File: src/rtl/core/wev_ram.sv
`timescale 1ns / 1ps

module wev_ram #(
  parameter int unsigned WIDTH = 32,
  parameter int unsigned DEPTH = 16,
  localparam int unsigned AW = (DEPTH > 1) ? $clog2(DEPTH) : 1
) (
  input  logic             clk,
  input  logic             we,
  input  logic [AW-1:0]    waddr,
  input  logic [WIDTH-1:0] wdata,
  input  logic             re,
  input  logic [AW-1:0]    raddr,
  output logic [WIDTH-1:0] rdata
);

  logic [WIDTH-1:0] mem_r [DEPTH];
  logic [WIDTH-1:0] rdata_r;

  // One write port, one registered read port.
  always_ff @(posedge clk) begin
    if (we) begin
      mem_r[waddr] <= wdata;
    end
    if (re) begin
      rdata_r <= mem_r[raddr];
    end
  end

  assign rdata = rdata_r;

endmodule

File: config.mk
export PLATFORM = sky130hd
export DESIGN_NAME = wev_ram
export DESIGN_NICKNAME = d
export VERILOG_FILES = /design/src/rtl/core/wev_ram.sv
export SDC_FILE = /design/constraint.sdc
export NUM_CORES = 1
export LEC_CHECK = 0
export BUFFER_PORTS_ARGS = -buffer_cell sky130_fd_sc_hd__buf_4
export CAP_MARGIN = 20
export CORE_MARGIN = 5
export CORE_UTILIZATION = 25
export CTS_BUF_LIST = sky130_fd_sc_hd__clkbuf_8
export CTS_CLUSTER_SIZE = 14
export DETAILED_ROUTE_END_ITERATION = 7
export GPL_TIMING_DRIVEN = 0
export MAX_ROUTING_LAYER = met4
export SKIP_LAST_GASP = 1
export SYNTH_ARGS = -nofsm -noshare
export SYNTH_HDL_FRONTEND = slang
export SYNTH_SLANG_ARGS = --single-unit
File: constraint.sdc
create_clock -name clk -period 4.42 [get_ports clk]
set_input_delay 0.442 -clock clk [delete_from_list [all_inputs] [get_ports clk]]
set_output_delay 0.442 -clock clk [all_outputs]
set_load 0.02 [all_outputs]
# Yosys cells after proc, flatten, opt, wreduce, memory -nomap -nowiden
# Memories as Yosys holds them, arrays and structs flattened. A register that Yosys moved wholly into a read port is not among the register bits.
# Index checks and enable logic that the tools add are counted.
[op_classes]
mux = 2
[ops]
columns = ["cell", "count"]
rows = [
  ["$mux 1", 2],
]
[totals]
ff_bits = 0
ramBits = 512
input_bits = 43
output_inout_bits = 32
word_cells = 3
n_memories = 1
[memory_table]
columns = ["name", "depth", "width", "rd", "rd_ports_with_merged_regs", "wr", "line", "rtl"]
rows = [
  ["mem_r", 16, 32, 1, 1, 1, "17", "logic [WIDTH-1:0] mem_r [DEPTH];"],
]

# Depth between registers and ports, before layout
[logic_depth]
word_depth = 2
ltp_mapped = 5
mapped_depth_nobuf = 3

# Worst setup path before layout
# Ideal clock, no wire load.
[synth_timing]
kind = "in2reg"
start = "in waddr[2]"
end = "mem mem_r[0][0] (enable)"
setup_time_ns = 0.461
arrival_time_ns = 3.160
t_required_ns = 3.959
slack_ns = 0.798
stages = 2
n_path_buf = 0
cell_sequence = "or3b_2 -> nor3_1"
[synth_rtl]
columns = ["element", "line", "rtl"]
rows = [
  ["start: declaration", "10", "input logic [AW-1:0] waddr,"],
  ["end: declaration", "17", ""],
]
# Straight into the memory's write port.

# Final worst setup path
[layout_timing]
start = "in waddr[3]"
end = "mem mem_r[4][0] (enable)"
# Straight into the memory's write port.

==> impl_metrics.yaml <==
timing:
  holdWs_ns: 0.0962
  setup_violations: 0
  worst_pin_slew_ns: 0.943
  hold_violations: 0
  finalClockSkew_ns: 0.0222
  fin_setup_tns_ns: 0
  relSlewSlack: 0.368
  min_period_over_period: 0.436
  setup_slack_ns: 2.49
  slew_violations: 0
  period_needed_ns: 1.93
  clock.fmax_mhz: 518
  grt_setup_unrepaired: "false"
logic_synthesis:
  synth_seq_cells: 544
  avgSynthCellArea_um2: 24.1
  postSynthCellCount: 838
  yosysMostFrequentCell: "edfxtp_1"
  synthTopCellsByCount: "edfxtp_1, mux4_2, a22oi_1"
  ys_warn_count: 0
  ys_types: 17
  netlist_top_cells_area: "edfxtp_1, mux4_2, a22oi_1, nand2_1, buf_4"
  synth_area_mm2: 0.0202
  syn-num-nets: 881
  ys_async_sr_fraction: 0
  synthFlopType: "edfxtp_1"
  synth.top_cell.area_share: 0.810
  synth_edf_count: 544
  seq_area_frac_synth: 0.810
  synth_area_leader_cell: "edfxtp_1"
cts:
  cts_root_buf: "clkbuf_8"
  clk_path_buf_depth: 3
  postCtsSetupBuffers: 0
  cts.clk_slew.worst_paths_ns: 0.06
  clock_latency_ns: 0.64
  cts.sinks: 544
  cts_buffers: 84
  ctsHtreeMaxLevel: 3
  hold_buffers: 0
  tritoncts: "built"
  post_cts_resized: 0
detailed_routing:
  via_count: 9401
  wl_per_cell_um: 21.9
  drc: 0
  routed_via_density: 4.36
  antenna_violating_nets_post_route: 0
  dr.pass1.iters: 4
  dr.first_iter.drc_count: 760
  wirelength_um: 47100
setup_path:
  end_kind: "flip-flop"
  critical_path_required_ns: 4.75
  cp-start-kind: "primary input"
  arrival_ns: 2.25
  crit_type: "primary input to flip-flop"
  cp_max_fo: 10
die:
  ios: 75
  core_area_mm2: 0.0803
  dieWidth_um: 294
  die_area_mm2: 0.0865
  rows: 104
  die_h_um: 294
  initial_utilization: 0.251
global_route:
  grt_pass1_vias: 10100
  grt_usage: 0.112
  grt_pass1_wl_um: 68700
  overflow: 0
  antenna_found_initial: 6
  grt_max_degree: 33
place:
  gp_congestion: 0.698
  dp_cells: 1997
  dp_hpwl_um: 29500
  portBuffers: 72
  pre_cts_slack_ns: 1.78
cells_and_area:
  nets: 1066
  instances_no_fill: 2156
  drive_above_1_share: 0.330
  area_growth_pct: 19.2
  post-route-util: 0.299
pwr:
  p_leak_nw: 7.56
  peakVddDrop_uv: 212
  power_density_mw_per_mm2: 420
hold_path:
  worstHoldPathType: "primary input to flip-flop"
job:
  cap_viol_max_count: 0
status:
  status: "finished, final reports clean"
## through the flow
stage / instance area [um^2] / power [W]
floorplan: 20200 / 0.00626
global placement: 22000 / 0.00652
detailed placement: 22600 / 0.00655
CTS: 24000 / 0.0102
global route: 24000 / 0.0105
finish: 24000 / 0.0101
## critical path: stages
cell	delay, ns
buf_4	0.12
nand3b_1	0.36
nor3_2	0.81
buf_6	0.28
buf_4	0.22
## area by class of cell
class                      count  area [um^2]
timing repair buffer          99          953
fill                        7674        56200
multi-input combinational    251         3730
clock inverter                65          274
tap                         1060         1330
antenna                        8         20.0
buffer                        43          223
clock buffer                  86         1180
sequential                   544        16300
## final timing paths
| path | from | end | slack, ns | cells after the start |
|---|---|---|---|---|
| worst max-delay path | waddr[3] | mem_r[4][0]$_DFFE_PP_ | 2.49 | 5 |
| worst min-delay path | wdata[29] | mem_r[14][29]$_DFFE_PP_ | 0.1 | 1 |
| worst max register to register | mem_r[9][18]$_DFFE_PP_ | rdata[18]$_DFFE_PP_ | 2.87 | 3 |
| worst min register to register | mem_r[14][6]$_DFFE_PP_ | rdata[6]$_DFFE_PP_ | 0.75 | 3 |
## per-layer routing
layer	global-route usage	vias up	wire length, um
met4	0.0329	0	820
li1	-	3998	-
met5	-	-	0
met3	0.0307	63	3530
met2	0.176	340	23200
met1	0.142	5000	19600
## sequential cells by signal, summed over array words and instances (netlist names)
| name | cells |
|---|---|
| mem_r | 512 |
| rdata | 32 |
## layout by cell type, fill, tap and decap left out, types with 4 or more instances in the layout
cell and n:
nor3_2 4, clkbuf_8 86, clkinv_2 8, clkinv_1 27, mux4_2 128, buf_4 86
clkbuf_1 17, buf_12 10, a22oi_1 64, buf_1 9, edfxtp_1 544, buf_2 4
inv_1 26, nor2_4 12, buf_6 14, nand2_1 33, diode_2 8
## cells by family after synthesis
| logic type | count (synthesis) | share of synthesized area |
|---|---|---|
| flip-flops | 544 | 0.810 |
| multiplexers | 128 | 0.143 |
| AO/OA/AOI/OAI | 64 | 0.0238 |
| AND/OR/NAND/NOR | 59 | 0.0125 |
| buffers and inverters | 43 | 0.0110 |
## power by group
part / total [W] / internal, W / switching (W)
clock network: 0.00368 / 0.00181 / 0.00187
logic: 0.000581 / 0.000237 / 0.000344
registers: 0.00584 / 0.00581 / 0.0000308
(Power assumes the default switching activity.)
