<file path="src/rtl/core/wev_pkg.sv">
`timescale 1ns / 1ps

package wev_pkg;

  // Default sizing of the history ring and the number of wheels.
  localparam int unsigned HISTORY_DEPTH_DEF = 16;
  localparam int unsigned WHEEL_COUNT_DEF   = 4;

  // Field widths.
  localparam int unsigned CNT_W     = 32;
  localparam int unsigned TIME_W    = 32;
  localparam int unsigned ELAPSED_W = 17;
  localparam int unsigned SPEED_W   = 32;
  localparam int unsigned MPT_W     = 32;
  localparam int unsigned WIN_W     = 4;

  // Configuration port.
  localparam int unsigned CFG_ADDR_W = 4;
  localparam int unsigned CFG_DATA_W = 32;

  // Register reset values.
  localparam logic [MPT_W-1:0] MPT_RESET       = 32'd429497;
  localparam logic [WIN_W-1:0] SHORT_WIN_RESET = 4'd1;
  localparam logic [WIN_W-1:0] LONG_WIN_RESET  = 4'd10;

  // Arithmetic of one speed lane.
  localparam int unsigned SCALE_W    = 20;
  localparam logic [SCALE_W-1:0] US_PER_S = 20'd1000000;
  localparam int unsigned MAG_W      = CNT_W + 1;
  localparam int unsigned PROD_W     = CNT_W + MPT_W;
  localparam int unsigned FULL_W     = PROD_W + SCALE_W;
  localparam int unsigned FRAC_DROP  = 16;
  localparam int unsigned SCALED_W   = FULL_W - FRAC_DROP;
  localparam int unsigned QUO_W      = SPEED_W - 1;
  localparam int unsigned TOP_W      = SCALED_W - QUO_W;
  localparam logic [SPEED_W-1:0] SPEED_MAX = {1'b0, {(SPEED_W-1){1'b1}}};
  localparam logic [SPEED_W-1:0] SPEED_MIN = {1'b1, {(SPEED_W-1){1'b0}}};

  // Step counts of the serial phases.
  localparam int unsigned MUL_A_STEPS = MPT_W;
  localparam int unsigned MUL_B_STEPS = SCALE_W;
  localparam int unsigned DIV_STEPS   = QUO_W;
  localparam int unsigned STEP_W      = $clog2(MUL_A_STEPS);

  // Register indexes on the configuration port.
  typedef enum logic [1:0] {
    REG_MPT       = 2'd0,
    REG_SHORT_WIN = 2'd1,
    REG_LONG_WIN  = 2'd2
  } cfg_reg_t;

  // Operation applied to every lane in a cycle.
  typedef enum logic [2:0] {
    OP_HOLD,
    OP_LOAD,
    OP_MUL_A,
    OP_MUL_B,
    OP_DIV_SET,
    OP_DIV
  } lane_op_t;

  // Sequencer states.
  typedef enum logic [3:0] {
    ST_IDLE,
    ST_RD_SHORT,
    ST_RD_LONG,
    ST_LOAD,
    ST_MUL_A,
    ST_MUL_B,
    ST_DIV_SET,
    ST_DIV,
    ST_FIN
  } seq_state_t;

  // Controls from the sequencer to the ring and the lanes.
  typedef struct packed {
    logic     rd_en;
    logic     rd_long;
    logic     cap_short;
    lane_op_t op;
    logic     fin;
  } seq_ctrl_t;

endpackage

</file>
<file path="src/rtl/core/wev_lane.sv">
`timescale 1ns / 1ps

module wev_lane (
  input  logic                            clk,
  input  wev_pkg::lane_op_t               op,
  input  logic [wev_pkg::CNT_W-1:0]       cur_count,
  input  logic [wev_pkg::CNT_W-1:0]       old_count,
  input  logic [wev_pkg::TIME_W-1:0]      cur_time,
  input  logic [wev_pkg::TIME_W-1:0]      old_time,
  input  logic                            empty_win,
  input  logic [wev_pkg::MPT_W-1:0]       mpt,
  output logic [wev_pkg::SPEED_W-1:0]     speed
);

  import wev_pkg::*;

  // Operands captured at load.
  logic              neg_r;
  logic              zero_r;
  logic [MAG_W-1:0]  mag_r;
  logic [TIME_W-1:0] dt_r;

  // Shift-add multiplier by meters per tick, one multiplier bit per cycle.
  logic [MAG_W-1:0]  pa_hi_r;
  logic [MPT_W-1:0]  pa_lo_r;

  // Shift-add multiplier by one million, one constant bit per cycle.
  logic [PROD_W-1:0]  pb_hi_r;
  logic [SCALE_W-1:0] pb_lo_r;

  // Restoring divider, one quotient bit per cycle.
  logic              ovf_r;
  logic [TIME_W-1:0] rem_r;
  logic [QUO_W-1:0]  quo_r;

  logic [MAG_W-1:0]    delta;
  logic [MAG_W-1:0]    mag;
  logic [TIME_W-1:0]   dt;
  logic [MAG_W:0]      sum_a;
  logic [PROD_W-1:0]   prod;
  logic [PROD_W:0]     sum_b;
  logic [FULL_W-1:0]   full;
  logic [SCALED_W-1:0] scaled;
  logic [TOP_W-1:0]    top;
  logic [TIME_W:0]     trial;
  logic                ge;

  // Exact count difference and elapsed time over the window.
  assign delta = {cur_count[CNT_W-1], cur_count} - {old_count[CNT_W-1], old_count};
  assign mag   = delta[MAG_W-1] ? (MAG_W'(0) - delta) : delta;
  assign dt    = cur_time - old_time;

  // Partial sums of the two multipliers.
  assign sum_a = {1'b0, pa_hi_r} + (pa_lo_r[0] ? {1'b0, mag_r} : '0);
  assign prod  = {pa_hi_r[CNT_W-1:0], pa_lo_r};
  assign sum_b = {1'b0, pb_hi_r} + (pb_lo_r[0] ? {1'b0, prod} : '0);

  // Dividend with the 2^16 scale of the divisor folded in.
  assign full   = {pb_hi_r, pb_lo_r};
  assign scaled = full[FULL_W-1:FRAC_DROP];
  assign top    = scaled[SCALED_W-1:QUO_W];

  // One restoring step.
  assign trial = {rem_r, quo_r[QUO_W-1]};
  assign ge    = trial >= {1'b0, dt_r};

  always_ff @(posedge clk) begin
    unique case (op)
      OP_LOAD: begin
        mag_r   <= mag;
        neg_r   <= delta[MAG_W-1];
        dt_r    <= dt;
        zero_r  <= empty_win || (dt == '0);
        pa_hi_r <= '0;
        pa_lo_r <= mpt;
        pb_hi_r <= '0;
        pb_lo_r <= US_PER_S;
      end
      OP_MUL_A: begin
        pa_hi_r <= sum_a[MAG_W:1];
        pa_lo_r <= {sum_a[0], pa_lo_r[MPT_W-1:1]};
      end
      OP_MUL_B: begin
        pb_hi_r <= sum_b[PROD_W:1];
        pb_lo_r <= {sum_b[0], pb_lo_r[SCALE_W-1:1]};
      end
      OP_DIV_SET: begin
        // A quotient of 2^31 or more saturates whatever the low bits are.
        ovf_r <= top >= TOP_W'(dt_r);
        rem_r <= top[TIME_W-1:0];
        quo_r <= scaled[QUO_W-1:0];
      end
      OP_DIV: begin
        rem_r <= ge ? TIME_W'(trial - {1'b0, dt_r}) : trial[TIME_W-1:0];
        quo_r <= {quo_r[QUO_W-2:0], ge};
      end
      default: begin
      end
    endcase
  end

  // Signed, saturated speed.
  always_comb begin
    if (zero_r) begin
      speed = '0;
    end else if (ovf_r) begin
      speed = neg_r ? SPEED_MIN : SPEED_MAX;
    end else if (neg_r) begin
      speed = SPEED_W'(0) - SPEED_W'(quo_r);
    end else begin
      speed = SPEED_W'(quo_r);
    end
  end

endmodule

</file>
<file path="config.mk">
export PLATFORM = sky130hd
export DESIGN_NAME = wev_lane
export DESIGN_NICKNAME = d
export VERILOG_FILES = /design/src/rtl/core/wev_pkg.sv /design/src/rtl/core/wev_lane.sv
export SDC_FILE = /design/constraint.sdc
export NUM_CORES = 1
export LEC_CHECK = 0
export ABC_CLOCK_PERIOD_IN_PS = 7900
export BUFFER_PORTS_ARGS = -buffer_cell sky130_fd_sc_hd__buf_2
export CAP_MARGIN = 20
export CORE_AREA = 8 8 210 212
export DETAILED_ROUTE_END_ITERATION = 10
export DIE_AREA = 0 0 218 220
export PLACE_DENSITY = 0.79
export SLEW_MARGIN = 15
export SYNTH_ARGS = -nofsm -noshare
export SYNTH_HDL_FRONTEND = slang
export SYNTH_SLANG_ARGS = --single-unit
</file>
<file path="constraint.sdc">
create_clock -name clk -period 7.9 [get_ports clk]
set_input_delay 0.395 -clock clk [delete_from_list [all_inputs] [get_ports clk]]
set_output_delay 0.395 -clock clk [all_outputs]
set_load 0.1 [all_outputs]
</file>
[Yosys cells after proc, flatten, opt, wreduce, memory -nomap -nowiden]
Index checks and enable logic that the tools add are counted.
Word-level totals
  word-level logic and storage cells: 45
  input port bits: 165
  register bits after elaboration: 280
  output and inout port bits: 32
Cells by class
  muxes and demuxes: 14
  equal/unequal tests: 5
  $add $sub $neg: 7
  $lt $le $gt $ge: 2
  reduce and logical (&&, ||, !) cells: 5
Operator list (number)
  two-way mux 32 bit: 6
  one-hot mux 32 bit (2 select lines): 2
  one-hot mux 64 bit (2 select lines): 1
  one-hot mux 33 bit (2 select lines): 1
  adder 64 x 64 -> 65 bit: 1
  two-way mux 64 bit: 1
  subtractor 32 bit: 2
  one-hot mux 31 bit (2 select lines): 1
  one-hot mux 20 bit (2 select lines): 1
  >= comparator 37 x 32 -> 1 bit: 1
  adder 33 x 33 -> 34 bit: 1
  >= comparator 33 x 32 -> 1 bit: 1
  two-way mux 33 bit: 1
  subtractor 1 x 33 -> 33 bit, first input constant: 1
  subtractor 32 x 32 -> 33 bit: 1
  logical NOT 32 bit: 1
  subtractor 1 x 31 -> 32 bit, first input constant: 1
  == test 3 x 2 -> 1 bit, second input constant: 2
  == test 3 bit, second input constant: 2
  nonzero test 2 bit: 3
  == test 3 x 1 -> 1 bit, second input constant: 1
  logical OR 1 bit: 1

[Depth between registers and ports, before layout]
  depth after elaboration: 4
  mapped depth: 17
  gate-level depth less buffers: 15

[Worst setup path before layout]
OpenSTA, ideal clock, no wires.
  path kind: input to register
  start point: in op[1]
  end point: reg pa_hi_r[0], enable pin
  setup slack: 2.006 ns
  data arrival time: 5.316 ns
  library setup time: 0.578 ns
  cell stages on the path: 3
  path buffers: 2
  data required time: 7.322 ns
  cell sequence: clkbuf_1 > clkbuf_1 > o21ai_0
On the way
  cells in the longest elaborated chain, start to end: 2
  elaborated cells between the ends (all ways): 3
  classes of those cells: eq/ne (2); reduce/logical (1)
RTL lines
  from (decl): RTL line wev_lane.sv:5  | input wev_pkg::lane_op_t op,
  == test 3 x 1 -> 1 bit / == test 3 x 2 -> 1 bit (equally long branches): RTL line wev_lane.sv:68  | unique case (op)
  nonzero test 2 bit (no source line) *
  to (signal assigned): RTL line wev_lane.sv:80  | pa_hi_r <= sum_a[MAG_W:1];
  to (decl): RTL line wev_lane.sv:24  | logic [MAG_W-1:0] pa_hi_r;
Mark *: on every way between the ends. The rest lies on a longest branch, timed or not.
A chain may end at the register's enable or synchronous reset.

[Worst setup path after layout]
  start point: reg pa_lo_r[0]
  end point: reg pb_hi_r[61], data pin
On the way
  cells in the longest elaborated chain, start to end: 3
RTL lines
  from (decl): RTL line wev_lane.sv:25  | logic [MPT_W-1:0] pa_lo_r;
  from (signal assigned): RTL line wev_lane.sv:75  | pa_lo_r <= mpt;
  from (signal assigned): RTL line wev_lane.sv:81  | pa_lo_r <= {sum_a[0], pa_lo_r[MPT_W-1:1]};
  two-way mux 64 bit: RTL line wev_lane.sv:56  | assign sum_b = {1'b0, pb_hi_r} + (pb_lo_r[0] ? {1'b0, prod} : '0);
  adder 64 x 64 -> 65 bit: RTL line wev_lane.sv:56
  one-hot mux 64 bit (2 select lines): RTL line wev_lane.sv:68
  to (signal assigned): RTL line wev_lane.sv:84  | pb_hi_r <= sum_b[PROD_W:1];
  to (decl): RTL line wev_lane.sv:28  | logic [PROD_W-1:0] pb_hi_r;
Every way passes these cells.

==> summary.md <==
| Metric | Value |
|---|---|
| Max FO, Critical Path | `34` |
| Relative slew slack | `0.349` |
| Synthesized instance count | `between 2000 and 3000` |
| Tightest Pin Transition | `0.976 ns` |
| Initial core utilization | `0.596` |
| Design Area, Final | `between 0.02 and 0.03 sq mm` |
| Worst path depth | `14` |
| Max stage delay on crit path | `0.71 ns` |
| DR WL/cell | `around 17 microns` |
| CP max stage cell | `edfxtp_1` |
| Req. time, crit path | `a little over 8 ns` |
| Worst Hold Class | `in2reg` |
| Initial antenna violation count | `0` |
| Hold Crit Endpoint | `pa_lo_r[28]` |
| Worst EP arrival | `5.28 ns` |
| Power Total | `roughly 4500 uW` |
| Clock buffer count from CTS | `31` |
| Synth Flop Type | `edfxtp_1` |
| Final global-route overflow total | `0` |
| RSZ-0062 raised after global routing | `false` |
| Syn avg cell area | `between 8 and 9 sq um` |
| Leakage | `about 0.012 uW` |
| Buffers & Inverters on Critical Path | `0` |
| Antenna cell count | `0` |
| Setup crit end kind | `flop` |
| Syn-to-layout area delta | `10.2%` |
| R2r setup slk | `2.90 ns` |
| Synth Net Count | `roughly 3200` |
| Initial DRT Pass Iterations | `6` |
| Critical path type | `reg2reg` |
| DPL Wire Length | `about 47000 microns` |
| Min-Delay Startpoint | `mpt[28]` |
| Hold depth | `3` |
| Fmax | `around 0.2 GHz` |
| Chip height | `around 220 microns` |
| Area share of xor/xnor cells in the synthesized design | `0.0670` |
| Root Driver | `clkbuf_16` |
| Worst path most repeated cell | `o21ai_0` |
| Drt drc | `0` |
| Tot GR Track Use | `0.245` |
| Placed cell area | `between 0.02 and 0.03 sq mm` |
| Distinct cells, synth | `~90` |
| Worst-Skew Late Latency | `about 0.58 ns` |
| Die width | `~220 microns` |
| Share of cells above drive strength 1 | `0.105` |
| Via-per-instance ratio | `just over 6` |
| CORE AREA | `a little over 0.04 sq mm` |
| Vias in the first global route | `about 20000` |
| Port Buffers | `approximately 200` |
| Worst Setup Start Kind | `flop` |
| DIE AREA | `approximately 0.048 sq mm` |
| Largest family of logic cells by synthesized area | `simple AND/OR/NAND/NOR gates` |
| Area of the mapped netlist | `~0.024 sq mm` |
| Row cnt | `74` |
| Yosys top cell area share | `0.348` |
| Fraction of the mapped netlist area in simple logic gates | `0.206` |
| FF-to-FF Start | `pa_lo_r[0]` |
| Sink Count | `280` |
| Worst r2r dst | `pb_hi_r[61]` |
| Max Clock Skew | `between 0.02 and 0.03 ns` |
| Crit path cell chain | `and2_1 -> ha_1 -> fa_1 -> a211oi_1 -> o211a_1 -> o31a_1 -> o21ai_0 -> o31ai_1 -> a22oi_1 -> a21oi_1 -> o21ai_0 -> a221oi_1 -> xor2_1 -> nor2_1` |
| Global-route wire length before repair | `slightly below 100000 microns` |
| Post-synth EDFFs | `280` |
| Register area share after synthesis | `0.348` |
| # nets final | `3315` |
| Synth async-reset ratio | `0` |
| Fin crit period | `5.00 ns` |
| DR vias | `roughly 21000` |
| Fill cells | `about 3300` |
| Max-slew violations | `0` |
| Hold_buf cts | `0` |
| Peak VDD IR | `~0.00013 V` |
| Post-detailed-route count of antenna-violating nets | `0` |
| Compound-gate portion of the synthesized area | `0.200` |
| Status | `finished clean` |
| Post-CTS Setup Inserts | `0` |
| Seq cells post-synth | `between 200 and 300` |
| Synth area leaders | `edfxtp_1 (35%), ha_1 (12%), nand2_1 (5.1%)` |
| R2r worst-path depth | `14` |
| CTS tree | `built` |
| Worst-path clk slew | `approximately 0.06 ns` |
| Final worst-path cycle share | `0.633` |
| Yosys warning total | `0` |
| Largest area contributor in the netlist | `edfxtp_1` |
| Largest net degree at the start of global routing | `94` |
| Pwr/cell area | `about 170 mW/mm^2` |
| IO Pins | `a little under 200` |
| Routed metal-1 wirelength | `26800 microns` |
| Mux share of post-synthesis cell area | `0.0150` |
| Final Setup Violations | `0` |
| Cts repair resizes | `0` |
| Final hold vios | `0` |
| Met2 wire length | `28600 microns` |
| Final core utilization | `0.657` |
| Sum Neg Setup Slack | `0 ns` |
| DR WL met3 | `around 3600 microns` |
| DRT iter0 DRCs | `1514` |
| Highest metal used | `met4` |
| CP delay by family, top | `compound AO/OA/AOI/OAI gates` |
| Clock buffer depth | `3` |
| GP Congestion | `0.944` |
| Max Cap Viol | `0` |
| H-Tree Depth | `1` |
| Adder-cell share of the synthesized area | `0.121` |
| Routed WL | `between 60000 and 70000 microns` |
## cell type report
| type | count | area [sq um] | area share |
|---|---|---|---|
| clock buffer | 36 | 795 | 0.0298 |
| clock inverter | 21 | 203 | 0.00761 |
| inverter | 176 | 662 | 0.0248 |
| multi-input combinational | 2218 | 14800 | 0.554 |
| sequential | 280 | 8410 | 0.316 |
| tap | 532 | 666 | 0.0250 |
| timing repair buffer | 212 | 1150 | 0.0433 |
## metrics by stage
stage | setup WS [ns] | hold WS (ns) | cells
floorplan | 2.01 | 0.477 | 2775
global placement | 3.07 | 0.497 | 3415
detailed placement | 2.94 | 0.501 | 3415
CTS | 2.91 | 0.0692 | 3472
global route | 2.50 | 0.104 | 3475
finish | 2.90 | 0.103 | 3475
## state kept, by name (all words and copies together) (netlist names)
| register | flops |
|---|---|
| dt_r | 32 |
| mag_r | 33 |
| neg_r | 1 |
| ovf_r | 1 |
| pa_hi_r | 33 |
| pa_lo_r | 32 |
| pb_hi_r | 64 |
| pb_lo_r | 20 |
| quo_r | 31 |
| rem_r | 32 |
| zero_r | 1 |
## power by group
group / total (uW) / switching (uW) / internal, uW
Clock: 1430 / 590 / 845
Combinational: 1260 / 758 / 497
Sequential: 1810 / 52.8 / 1750
## how the worst max path moves through the flow
| stage | from | endpoint | slack, ns |
|---|---|---|---|
| 2_1_floorplan | op[1] | pa_hi_r[0] | 2.01 |
| 3_3_place_gp | pa_lo_r[0] | pb_hi_r[61] | 3.07 |
| 3_5_place_dp | pa_lo_r[0] | pb_hi_r[61] | 2.94 |
| 4_1_cts | pa_lo_r[0] | pb_hi_r[61] | 2.91 |
| 5_1_grt | pa_lo_r[0] | pb_hi_r[61] | 2.50 |
| 6_report | pa_lo_r[0] | pb_hi_r[61] | 2.90 |
## routing by layer
metal | vias to the layer above | GRT usage
li1 | 10300 | -
met1 | 9859 | 0.322
met2 | 684 | 0.422
met3 | 111 | 0.0274
met4 | 0 | 0.0757
met5 | - | 0
## cell usage after synthesis, drive strengths merged, types with 23 or more instances
library cell / number
mux2i: 35
edfxtp: 280
a31oi: 41
xnor2: 119
xor2: 66
o21a: 25
a21o: 112
nand3: 36
o21ai: 170
nor2: 251
o31ai: 23
nor2b: 39
clkbuf: 93
nand2: 330
a211oi: 29
ha: 226
a21oi: 198
nand4: 40
and2: 117
and3: 38
inv: 176
nor3: 40
or3: 24
nand2b: 49
o21bai: 23
## placed cells by master, fill, tap and decap left out, types with 18 or more instances in the layout
cell / count
inv_1: 175
o21bai_1: 23
and3_1: 38
o21a_1: 25
nand3_1: 36
xnor2_1: 119
nand4_1: 40
nor2b_1: 37
nor3_1: 38
a21oi_1: 196
o21ai_1: 18
buf_2: 196
a221oi_1: 20
and2_1: 115
clkbuf_16: 31
mux2i_1: 35
a211oi_1: 25
or3_1: 24
o31ai_1: 21
edfxtp_1: 280
nand2_1: 328
a21o_1: 112
o21ai_0: 150
ha_1: 226
xor2_1: 66
nand2b_1: 49
a31oi_1: 41
nor2_1: 250
## worst reg2reg max path, delay by kind of cell, from the launching register on
kind                       cells  cell delay (ns)
xor gates and xnor gates       1             0.17
and+or+nand+nor                2             0.37
adders and majority gates      2             0.67
DFF                            1             0.71
AOI/OAI and AO/OA              9             2.83
## logic make-up after synthesis
family                     Yosys count
buffers and inverters              277
DFF                                280
AOI/OAI and AO/OA                  744
muxes                               36
xor gates and xnor gates           185
and+or+nand+nor                   1022
adders and majority gates          231
Note: power is estimated with default switching activity, not from simulation.
