**src/rtl/core/wev_pkg.sv**
```systemverilog
`timescale 1ns / 1ps

package wev_pkg;

  // Default sizing of the history ring and the number of wheels.
  localparam int unsigned HISTORY_DEPTH_DEF = 16;
  localparam int unsigned WHEEL_COUNT_DEF   = 4;

  // Field widths.
  localparam int unsigned CNT_W     = 32;
  localparam int unsigned TIME_W    = 32;
  localparam int unsigned ELAPSED_W = 17;
  localparam int unsigned SPEED_W   = 32;
  localparam int unsigned MPT_W     = 32;
  localparam int unsigned WIN_W     = 4;

  // Configuration port.
  localparam int unsigned CFG_ADDR_W = 4;
  localparam int unsigned CFG_DATA_W = 32;

  // Register reset values.
  localparam logic [MPT_W-1:0] MPT_RESET       = 32'd429497;
  localparam logic [WIN_W-1:0] SHORT_WIN_RESET = 4'd1;
  localparam logic [WIN_W-1:0] LONG_WIN_RESET  = 4'd10;

  // Arithmetic of one speed lane.
  localparam int unsigned SCALE_W    = 20;
  localparam logic [SCALE_W-1:0] US_PER_S = 20'd1000000;
  localparam int unsigned MAG_W      = CNT_W + 1;
  localparam int unsigned PROD_W     = CNT_W + MPT_W;
  localparam int unsigned FULL_W     = PROD_W + SCALE_W;
  localparam int unsigned FRAC_DROP  = 16;
  localparam int unsigned SCALED_W   = FULL_W - FRAC_DROP;
  localparam int unsigned QUO_W      = SPEED_W - 1;
  localparam int unsigned TOP_W      = SCALED_W - QUO_W;
  localparam logic [SPEED_W-1:0] SPEED_MAX = {1'b0, {(SPEED_W-1){1'b1}}};
  localparam logic [SPEED_W-1:0] SPEED_MIN = {1'b1, {(SPEED_W-1){1'b0}}};

  // Step counts of the serial phases.
  localparam int unsigned MUL_A_STEPS = MPT_W;
  localparam int unsigned MUL_B_STEPS = SCALE_W;
  localparam int unsigned DIV_STEPS   = QUO_W;
  localparam int unsigned STEP_W      = $clog2(MUL_A_STEPS);

  // Register indexes on the configuration port.
  typedef enum logic [1:0] {
    REG_MPT       = 2'd0,
    REG_SHORT_WIN = 2'd1,
    REG_LONG_WIN  = 2'd2
  } cfg_reg_t;

  // Operation applied to every lane in a cycle.
  typedef enum logic [2:0] {
    OP_HOLD,
    OP_LOAD,
    OP_MUL_A,
    OP_MUL_B,
    OP_DIV_SET,
    OP_DIV
  } lane_op_t;

  // Sequencer states.
  typedef enum logic [3:0] {
    ST_IDLE,
    ST_RD_SHORT,
    ST_RD_LONG,
    ST_LOAD,
    ST_MUL_A,
    ST_MUL_B,
    ST_DIV_SET,
    ST_DIV,
    ST_FIN
  } seq_state_t;

  // Controls from the sequencer to the ring and the lanes.
  typedef struct packed {
    logic     rd_en;
    logic     rd_long;
    logic     cap_short;
    lane_op_t op;
    logic     fin;
  } seq_ctrl_t;

endpackage

```
**src/rtl/core/wev_seq.sv**
```systemverilog
`timescale 1ns / 1ps

module wev_seq (
  input  logic               clk,
  input  logic               rst_n,
  input  logic               start,
  input  logic               out_free,
  output logic               in_ready,
  output wev_pkg::seq_ctrl_t ctrl
);

  import wev_pkg::*;

  seq_state_t        state_r, state_nxt;
  logic [STEP_W-1:0] step_r, step_nxt;

  // State and step counter.
  always_ff @(posedge clk) begin
    if (!rst_n) begin
      state_r <= ST_IDLE;
      step_r  <= '0;
    end else begin
      state_r <= state_nxt;
      step_r  <= step_nxt;
    end
  end

  // Two ring reads, operand load, then the serial phases of the lanes.
  always_comb begin
    state_nxt      = state_r;
    step_nxt       = step_r;
    ctrl.rd_en     = 1'b0;
    ctrl.rd_long   = 1'b0;
    ctrl.cap_short = 1'b0;
    ctrl.op        = OP_HOLD;
    ctrl.fin       = 1'b0;
    unique case (state_r)
      ST_IDLE: begin
        if (start) begin
          state_nxt = ST_RD_SHORT;
        end
      end
      ST_RD_SHORT: begin
        ctrl.rd_en = 1'b1;
        state_nxt  = ST_RD_LONG;
      end
      ST_RD_LONG: begin
        ctrl.rd_en     = 1'b1;
        ctrl.rd_long   = 1'b1;
        ctrl.cap_short = 1'b1;
        state_nxt      = ST_LOAD;
      end
      ST_LOAD: begin
        ctrl.op   = OP_LOAD;
        step_nxt  = STEP_W'(MUL_A_STEPS - 1);
        state_nxt = ST_MUL_A;
      end
      ST_MUL_A: begin
        ctrl.op = OP_MUL_A;
        if (step_r == '0) begin
          step_nxt  = STEP_W'(MUL_B_STEPS - 1);
          state_nxt = ST_MUL_B;
        end else begin
          step_nxt = step_r - 1'b1;
        end
      end
      ST_MUL_B: begin
        ctrl.op = OP_MUL_B;
        if (step_r == '0) begin
          state_nxt = ST_DIV_SET;
        end else begin
          step_nxt = step_r - 1'b1;
        end
      end
      ST_DIV_SET: begin
        ctrl.op   = OP_DIV_SET;
        step_nxt  = STEP_W'(DIV_STEPS - 1);
        state_nxt = ST_DIV;
      end
      ST_DIV: begin
        ctrl.op = OP_DIV;
        if (step_r == '0) begin
          state_nxt = ST_FIN;
        end else begin
          step_nxt = step_r - 1'b1;
        end
      end
      ST_FIN: begin
        if (out_free) begin
          ctrl.fin  = 1'b1;
          state_nxt = ST_IDLE;
        end
      end
      default: begin
        state_nxt = ST_IDLE;
      end
    endcase
  end

  assign in_ready = (state_r == ST_IDLE);

  // The multiply phase starts with its full step count.
  assert property (@(posedge clk) disable iff (!rst_n)
    state_r == ST_LOAD |=> state_r == ST_MUL_A && step_r == STEP_W'(MUL_A_STEPS - 1))
    else $error("multiply phase entered with a wrong step count");

  // The last divide step hands over to the result stage.
  assert property (@(posedge clk) disable iff (!rst_n)
    state_r == ST_DIV && step_r == '0 |=> state_r == ST_FIN)
    else $error("divide phase did not end on its last step");

endmodule

```
**config.mk**
```make
export PLATFORM = sky130hd
export DESIGN_NAME = wev_seq
export DESIGN_NICKNAME = d
export VERILOG_FILES = /design/src/rtl/core/wev_pkg.sv /design/src/rtl/core/wev_seq.sv
export SDC_FILE = /design/constraint.sdc
export NUM_CORES = 1
export LEC_CHECK = 0
export ABC_AREA = 1
export BUFFER_PORTS_ARGS = -buffer_cell sky130_fd_sc_hd__buf_2
export CORE_MARGIN = 8
export CORE_UTILIZATION = 50
export DETAILED_ROUTE_END_ITERATION = 7
export PLACE_DENSITY = 0.73
export SYNTH_ARGS = -nofsm -noshare
export SYNTH_HDL_FRONTEND = slang
export SYNTH_SLANG_ARGS = --single-unit
```
**constraint.sdc**
```tcl
create_clock -name clk -period 2 [get_ports clk]
set_clock_uncertainty 0.15 [all_clocks]
set_input_delay 0.4 -clock clk [delete_from_list [all_inputs] [get_ports clk]]
set_output_delay 0.4 -clock clk [all_outputs]
set_load 0.02 [all_outputs]
```
---- Yosys cells after proc, flatten, opt, wreduce, memory -nomap -nowiden ----
Index checks and enable logic that the tools add are counted.
cells by class
  add/subtract/negate cells ............... 1
  equality and inequality tests ........... 14
  multiplexer cells ....................... 14
  reduce and logical (&&, ||, !) cells .... 7
operators with widths
  cell                                                                    count
  4-bit one-hot mux with 9 select lines                                   1
  4-bit two-way mux                                                       5
  5-bit one-hot mux with 4 select lines                                   1
  4-bit by 3-bit equality test with 1-bit output (second input constant)  4
  3-bit one-hot mux with 5 select lines                                   1
  2-bit != test (second input constant)                                   6
  5-bit two-way mux                                                       2
  4-bit by 2-bit equality test with 1-bit output (second input constant)  2
  5-bit logical NOT                                                       1
  5-bit AND reduction                                                     1
  5-bit by 1-bit subtractor with 5-bit output (second input constant)     1
  4-bit by 1-bit equality test with 1-bit output (second input constant)  1
  4-bit equality test (second input constant)                             1
  4-bit logical NOT                                                       1
  4-bit nonzero test                                                      1
  2-bit OR reduction                                                      2
  1-bit two-way mux                                                       3
  2-bit two-way mux                                                       1
  2-bit AND reduction                                                     1
word-level totals
  flip-flop bits (word level) ............. 9
  output and inout bits ................... 8
  logic and storage cells ................. 38

---- Longest topological paths before layout ----
Gate-level depths: netlist of run 1.
  depth after elaboration ................. 4
  gate-level depth with buffers ........... 9
  gate-level depth less buffers ........... 9

---- Worst setup path before layout of run 1 ----
Ideal clock, no wire load.
  path kind ............................... reg2out
  start point ............................. register state_r[1]
  end point ............................... output port ctrl[0] (netlist name)
  data arrival time ....................... 1.268 ns
  required time ........................... 1.450 ns
  slack ................................... 0.182 ns
  cell stages (with the launch flop) ...... 4
  path buffers ............................ 0
  path through ............................ dfxtp_1 nor2_1 inv_1 nor4_1
RTL lines
  element                 RTL line       text
  from (decl)             wev_seq.sv:14  seq_state_t state_r, state_nxt;
  from (signal assigned)  wev_seq.sv:23  state_r <= state_nxt;
  to (decl)               wev_seq.sv:9   output wev_pkg::seq_ctrl_t ctrl

==> summary.md, run 1 <==
| Metric | Value |
|---|---|
| Outcome | finished clean |
| Slowest-stage cell, CP | dfxtp_1 |
| Clock sinks | 9 |
| Crit-path max FO | 7 |
| Dpl cells | 136 |
| Wire length on met2 | 756 um |
| CTS Root Cell | clkbuf_4 |
| Worst VDD drop | between 0.7 and 0.8 mV |
| Worst reg2reg path depth | 9 |
| Starting density of the core | 52.1% |
| Largest net degree at the start of global routing | 8 |
| Top Metal Used | met4 |
| CORE AREA | 0.00127 mm^2 |
| Fin worst setup slack | 0.131 ns |
| Setup-failing EPs final | 0 |
| Initial antenna violation count | 0 |
| Crit Path Class | flop to primary output |
| Cell area after layout | 756 um^2 |
| Worst path most repeated cell | nand2_1 |
| Reg2reg start | step_r[0] |
| Setup crit start kind | flop |
| CTS max path bufs | 2 |
| Max_cap viols | 0 |
| Post-CTS Setup Inserts | 0 |
| R2R setup slack | 0.47 ns |
| Hold Crit Start | rst_n |
| Worst-path clk slew | 0.06 ns |
| Min Clock Period, post-route | 1.87 ns |
| Global-route wire length before repair | 2.56 mm |
| Num CTS Buffers | 3 |
| CTS tree | yes |
| Ys Warns | 0 |
| CP Cell Sequence | nand2_2 > inv_1 > nand2_1 > nand2_1 > buf_2 |
| Most common cell after layout, fill and taps aside | nor2_1 |
| Fmax | 535 MHz |
| DRT Wirelength | ~1.6 mm |
| Post-synthesis mux area share | 0% |
| Vias in the first global route | 675 |
| Average routed wire per standard cell | 11.2 um |
| Critical Path Max Stage Delay | 0.49 ns |
| RSZ-0062 raised after global routing | no |
| Post-synth design cell area | 661 um^2 |
| Die width | 52.4 um |
| Setup TNS | 0 ns |
| Hold EP | step_r[0] |
| Post-Synth Adder-Cell Area | ~1.9% |
| Fin. max-slew vios | 0 |
| Largest family of logic cells by synthesized area | simple AND/OR/NAND/NOR gates |
| N_diodes | 0 |
| Pwr dens | 1620 mW/mm^2 |
| FP Rows | 13 |
| Synthesis-to-layout area growth | 14.4% |
| Worst EP arrival | 1.32 ns |
| PortBufs | 11 |
| Syn Nets | around 120 |
| Gpl congestion | 0.815 |
| Syn_area_per_cell | 5.95 um^2 |
| Setup crit end kind | primary output |
| Synth unique cells | 21 |
| # hold bufs at CTS | 0 |
| Nets | 131 |
| Compound-cell area share of the yosys netlist | 10.2% |
| Slew headroom | 80.3% |
| Slew @ Worst Pin | 0.295 ns |
| Worst min path class | primary input to flop |
| DRC | 0 |
| Grt total ovfl | 0 |
| Worst Hold Depth | 3 |
| H-tree depth | 1 |
| Req. time, crit path | 1.45 ns |
| DRT met1 WL | 685 um |
| Yosys reg bits | 9 |
| Final Hold Vio Count | 0 |
| Die area | between 0.002 and 0.003 mm^2 |
| Initial DRC Count | 19 |
| Drt pass-1 iters | 5 |
| Seq/Total Area, Yosys | 27.3% |
| CP bufs+invs | 2 |
| I/O pins | 12 |
| Routed length on met3 | 94 um |
| Post-DP HPWL | roughly 1.2 mm |
| DP Area | between 700 and 800 um^2 |
| Via density | 5.11 |
| Detail Route Antenna Nets | 0 |
| LEAKAGE | 0.437 nW |
| Worst-Skew Late Latency | roughly 0.26 ns |
| Final period util | between 90% and 100% |
| Reg-to-Reg End | state_r[3] |
| Vias | 715 |
| Synth Area in XOR/XNOR | 1.33% |
| Simple-gate share of the synthesized area | 46.8% |
| Worst slack, placed | 0.392 ns |
| Synth Instances | 111 |
| Fillers | 142 |
| Die span in y | 52.4 um |
| Leading cell types in the layout, fill and taps excluded | nor2_1 (26), nand2_1 (22), inv_1 (17) |
| Layout cells sized above 1 | around 22% |
| Gr usage total | 12.2% |
| Top Family by Delay on Critical Path | flip-flops |
| Fin cells | between 100 and 150 |
## per-stage QoR
| stage | hold WS, ns | power, mW | utilization [%] |
|---|---|---|---|
| 2_1_floorplan | 0.301 | 0.917 | - |
| 4_1_cts | 0.282 | 1.22 | 59.4 |
| 3_5_place_dp | 0.321 | 1.07 | 57.3 |
| 5_1_grt | 0.299 | 1.36 | 59.6 |
| 6_report | 0.290 | 1.22 | 59.6 |
| 3_3_place_gp | 0.320 | 1.06 | 57.3 |
## where the power goes
group / total [mW] / internal (mW) / switching [mW]
registers: 0.316 / 0.244 / 0.0714
clock network: 0.142 / 0.0770 / 0.0646
logic: 0.766 / 0.258 / 0.508
## cell usage after synthesis
cell      number  area share, %
inv_1         17            9.7
buf_4          1            1.1
a21oi_2        1            1.3
nand3b_1       1            1.1
nor4_1         1           0.95
or2_2          1           0.95
nand2_4        1            1.7
dfxtp_1        9             27
a21oi_4        1            2.5
nand2_1       22             13
nand4_1        1           0.95
nand2_2        5            4.7
nand3_1        9            6.8
xor2_1         1            1.3
inv_2          3            1.7
ha_1           1            1.9
nor2_1        27             15
o211ai_1       1            1.1
o21ai_0        4            3.0
nor2_4         1            1.7
a21oi_1        3            2.3
## timing repair
| action | in CTS | in global routing |
|---|---|---|
| endpoints found under the hold margin | 0 | 0 |
| setup endpoints to repair | 0 | 1 |
| gates resized for setup | 0 | 1 |
## tightest hold or removal path, stage by stage
cell     delay, ns
buf_2         0.16
nand2_1       0.08
nor2_1        0.03
## metal layers
| layer | vias to the layer above | GRT usage [%] |
|---|---|---|
| met2 | 20 | 20.8 |
| met1 | 322 | 12.3 |
| met5 | - | 0 |
| met4 | 0 | 8.62 |
| met3 | 4 | 3.69 |
| li1 | 369 | - |
## cell type report
| type | instances | area, um^2 | share of cell area, % |
|---|---|---|---|
| Multi-Input combinational cell | 81 | 400 | 53.0 |
| Tap cell | 15 | 18.8 | 2.48 |
| Inverter | 20 | 75.1 | 9.93 |
| Timing Repair Buffer | 11 | 55.1 | 7.28 |
| Clock buffer | 4 | 26.3 | 3.48 |
| Sequential cell | 9 | 180 | 23.8 |
## how the worst max path moves through the flow
stage                from      end  slack (ns)  depth (start not counted)
2_1_floorplan  state_r[1]  ctrl[0]        0.18                          3
3_3_place_gp   state_r[1]  ctrl[0]        0.42                          4
3_5_place_dp   state_r[1]  ctrl[0]        0.39                          4
4_1_cts        state_r[1]  ctrl[0]         0.1                          4
5_1_grt        state_r[1]  ctrl[6]        0.02                          5
6_report       state_r[1]  ctrl[1]        0.13                          5
## sequential cells by signal, summed over array words and instances (netlist names)
name	cells
step_r	5
state_r	4
## logic make-up (layout without fill, tap and decap cells)
| family | count (synthesis) | in the layout |
|---|---|---|
| buffers and inverters | 21 | 35 |
| DFF | 9 | 9 |
| xor gates and xnor gates | 1 | 1 |
| and+or+nand+nor | 69 | 69 |
| adders and majority gates | 1 | 1 |
| AOI/OAI and AO/OA | 10 | 10 |
(Power assumes the default switching activity.)
==> run 2, diff against run 1 <==
- clock period: 2 -> 2.23 ns (I/O delays scaled with it)
==> run 2 against run 1 <==
Against the previous run: first-iteration DRC count increased by 89%; register-to-register slack better by 0.23 ns; total power decreased by 11%; non-clock buffer count stayed put; sequential share of layout area increased by 0.079 points; final cell count unchanged; critical path type unchanged; critical endpoint is now ctrl[0]; highest routed layer unchanged.
==> summary.md, run 2 (synthesis results as in run 1) <==
| Metric | Value |
|---|---|
| I/O pins | 12 (unchanged) |
| CORE AREA | 0.00127 mm^2 (unchanged) |
| Fin. max-slew vios | 0 (unchanged) |
| Detail Route Antenna Nets | 0 (unchanged) |
| PortBufs | 11 (unchanged) |
| Crit-path max FO | 7 (unchanged) |
| Vias | 708 (-0.98%) |
| Die width | 52.4 um (unchanged) |
| Starting density of the core | 52.1% (unchanged) |
| Crit Path Class | flop to primary output |
| Req. time, crit path | 1.63 ns (+0.18 ns) |
| Cell area after layout | 753 um^2 (-0.33%) |
| Outcome | finished clean |
| Initial antenna violation count | 0 (unchanged) |
| P_sw | 0.566 mW (-12%) |
| Max reg flops | 5 (unchanged) |
| Drt pass-1 iters | 4 (-1) |
| DP Area | 727 um^2 (unchanged) |
| Slowest-stage cell, CP | dfxtp_1 |
| Grt total ovfl | 0 (unchanged) |
| Global-route wire length before repair | 2.48 mm (-2.9%) |
| Dpl cells | 136 (unchanged) |
| Most common cell after layout, fill and taps aside | nor2_1 |
| Post-DP HPWL | 1.18 mm (-1.6%) |
| Total power | 1.08 mW (-11%) |
| Post-CTS Setup Inserts | 0 (unchanged) |
| Critical Path Max Stage Delay | 0.37 ns (-0.12 ns) |
| Worst VDD drop | 0.691 mV (-12%) |
| FP Rows | 13 (unchanged) |
| RSZ-0062 raised after global routing | no |
| Initial DRC Count | 36 (+17) |
| Worst hold slack | 0.324 ns (+0.0341 ns) |
| Flop pwr share | 25.8% (about the same) |
| Internal power | 0.518 mW (-11%) |
| Final period util | 88.3% |
| Leading cell types in the layout, fill and taps excluded | nor2_1 (27), nand2_1 (22), inv_1 (17) |
| Clock sinks | 9 (unchanged) |
| Min Clock Period, post-route | 1.97 ns |
| Worst-Skew Late Latency | 0.26 ns (about the same) |
| CTS max path bufs | 2 (unchanged) |
| Fillers | 138 (-2.8%) |
| Biggest register | step_r |
| Reg2reg start | step_r[0] |
| Via density | 5.06 (-0.98%) |
| Setup crit start kind | flop |
| Power share of the clock group | 11.7% (about the same) |
| Setup TNS | 0 ns (unchanged) |
| Crit path to | ctrl[0] |
| DRC | 0 (unchanged) |
| Comb pwr share | 62.6% (about the same) |
| Die area | 0.00274 mm^2 (unchanged) |
| Die span in y | 52.4 um (unchanged) |
| Slew headroom | 83.7% (+3.4 points) |
| Fmax | roughly 510 MHz |
| CP Cell Sequence | nor2_1 > inv_1 > nor4_1 > buf_2 |
| Worst-path clk slew | 0.06 ns (about the same) |
| H-tree depth | 1 (unchanged) |
| Setup crit end kind | primary output |
| LEAKAGE | 0.436 nW (about the same) |
| Nets | 131 (unchanged) |
| DRT Wirelength | 1.46 mm (-6.7%) |
| Vias in the first global route | 631 (-6.5%) |
| Net Sw Frac | 52.2% (-0.43 points) |
| Util after Layout | 59.4% (-0.20 points) |
| Gpl congestion | 0.819 (+0.44%) |
| Setup-failing EPs final | 0 (unchanged) |
| Setup crit start | state_r[1] |
| R2R setup slack | 0.70 ns (+0.23 ns) |
| Fin worst setup slack | 0.262 ns (+0.131 ns) |
| Pwr dens | 1440 mW/mm^2 (-11%) |
| Worst reg2reg path depth | 9 (unchanged) |
| Max_cap viols | 0 (unchanged) |
| Num CTS Buffers | 3 (unchanged) |
| Fin cells | 140 (unchanged) |
| Regs by FF count | step_r x5, state_r x4 |
| N_diodes | 0 (unchanged) |
| Synthesis-to-layout area growth | 14.0% |
| CTS Root Cell | clkbuf_4 |
| Worst EP arrival | 1.37 ns (+0.05 ns) |
| Reg-to-Reg End | step_r[3] |
| Average routed wire per standard cell | 10.4 um (-6.7%) |
| Layout cells sized above 1 | 21.6% (-0.80 points) |
| Slew @ Worst Pin | 0.244 ns (-0.0513 ns) |
| PostCTS Resize Cnt | 0 (unchanged) |
| Worst slack, placed | 0.554 ns (+0.162 ns) |
| # hold bufs at CTS | 0 (unchanged) |
| Worst min path class | flop to flop |
| Final Hold Vio Count | 0 (unchanged) |
| Gr usage total | 11.6% (-0.63 points) |
| Largest net degree at the start of global routing | 8 (unchanged) |
| CTS tree | yes |
run 2: cell count changes in the layout (fill, tap and decap cells not counted):
cell / change
nor2_1: +1
nor2_2: -1
run 2: cell type report:
cell class	instances	area [um^2]	area share, %
clock buffer	4	26.3	3.49
inverter	20	75.1	9.97
multi-input combinational	81	398	52.8
sequential	9	180	23.9
tap	15	18.8	2.49
timing repair buffer	11	55.1	7.31
run 2: power groups by stage:
stage | combinational (mW) | clock, mW | sequential [mW]
2_1_floorplan | 0.551 | 0 | 0.271
3_3_place_gp | 0.672 | 0 | 0.280
3_5_place_dp | 0.675 | 0 | 0.282
4_1_cts | 0.679 | 0.132 | 0.279
5_1_grt | 0.780 | 0.140 | 0.285
6_report | 0.678 | 0.127 | 0.279
run 2: how the worst min path moves through the flow:
stage / startpoint / to / slack (ns) / depth (start not counted)
2_1_floorplan: step_r[4] / step_r[4] / 0.30 / 2
3_3_place_gp: step_r[4] / step_r[4] / 0.32 / 2
3_5_place_dp: step_r[4] / step_r[4] / 0.32 / 2
4_1_cts: rst_n / step_r[0] / 0.33 / 3
5_1_grt: rst_n / state_r[0] / 0.34 / 3
6_report: step_r[4] / step_r[4] / 0.32 / 2
run 2: routing by layer:
layer,GRT usage [%],share of wire [%]
met1,12.9,48
met2,19.4,46
met3,2.84,4.3
met4,6.47,2.2
met5,0,0
run 2: worst max-delay path: cells and delay by family (launching register included):
| kind | cells | cell delay (ns) |
|---|---|---|
| simple gates | 2 | 0.40 |
| buf+inv | 2 | 0.33 |
| flops | 1 | 0.37 |
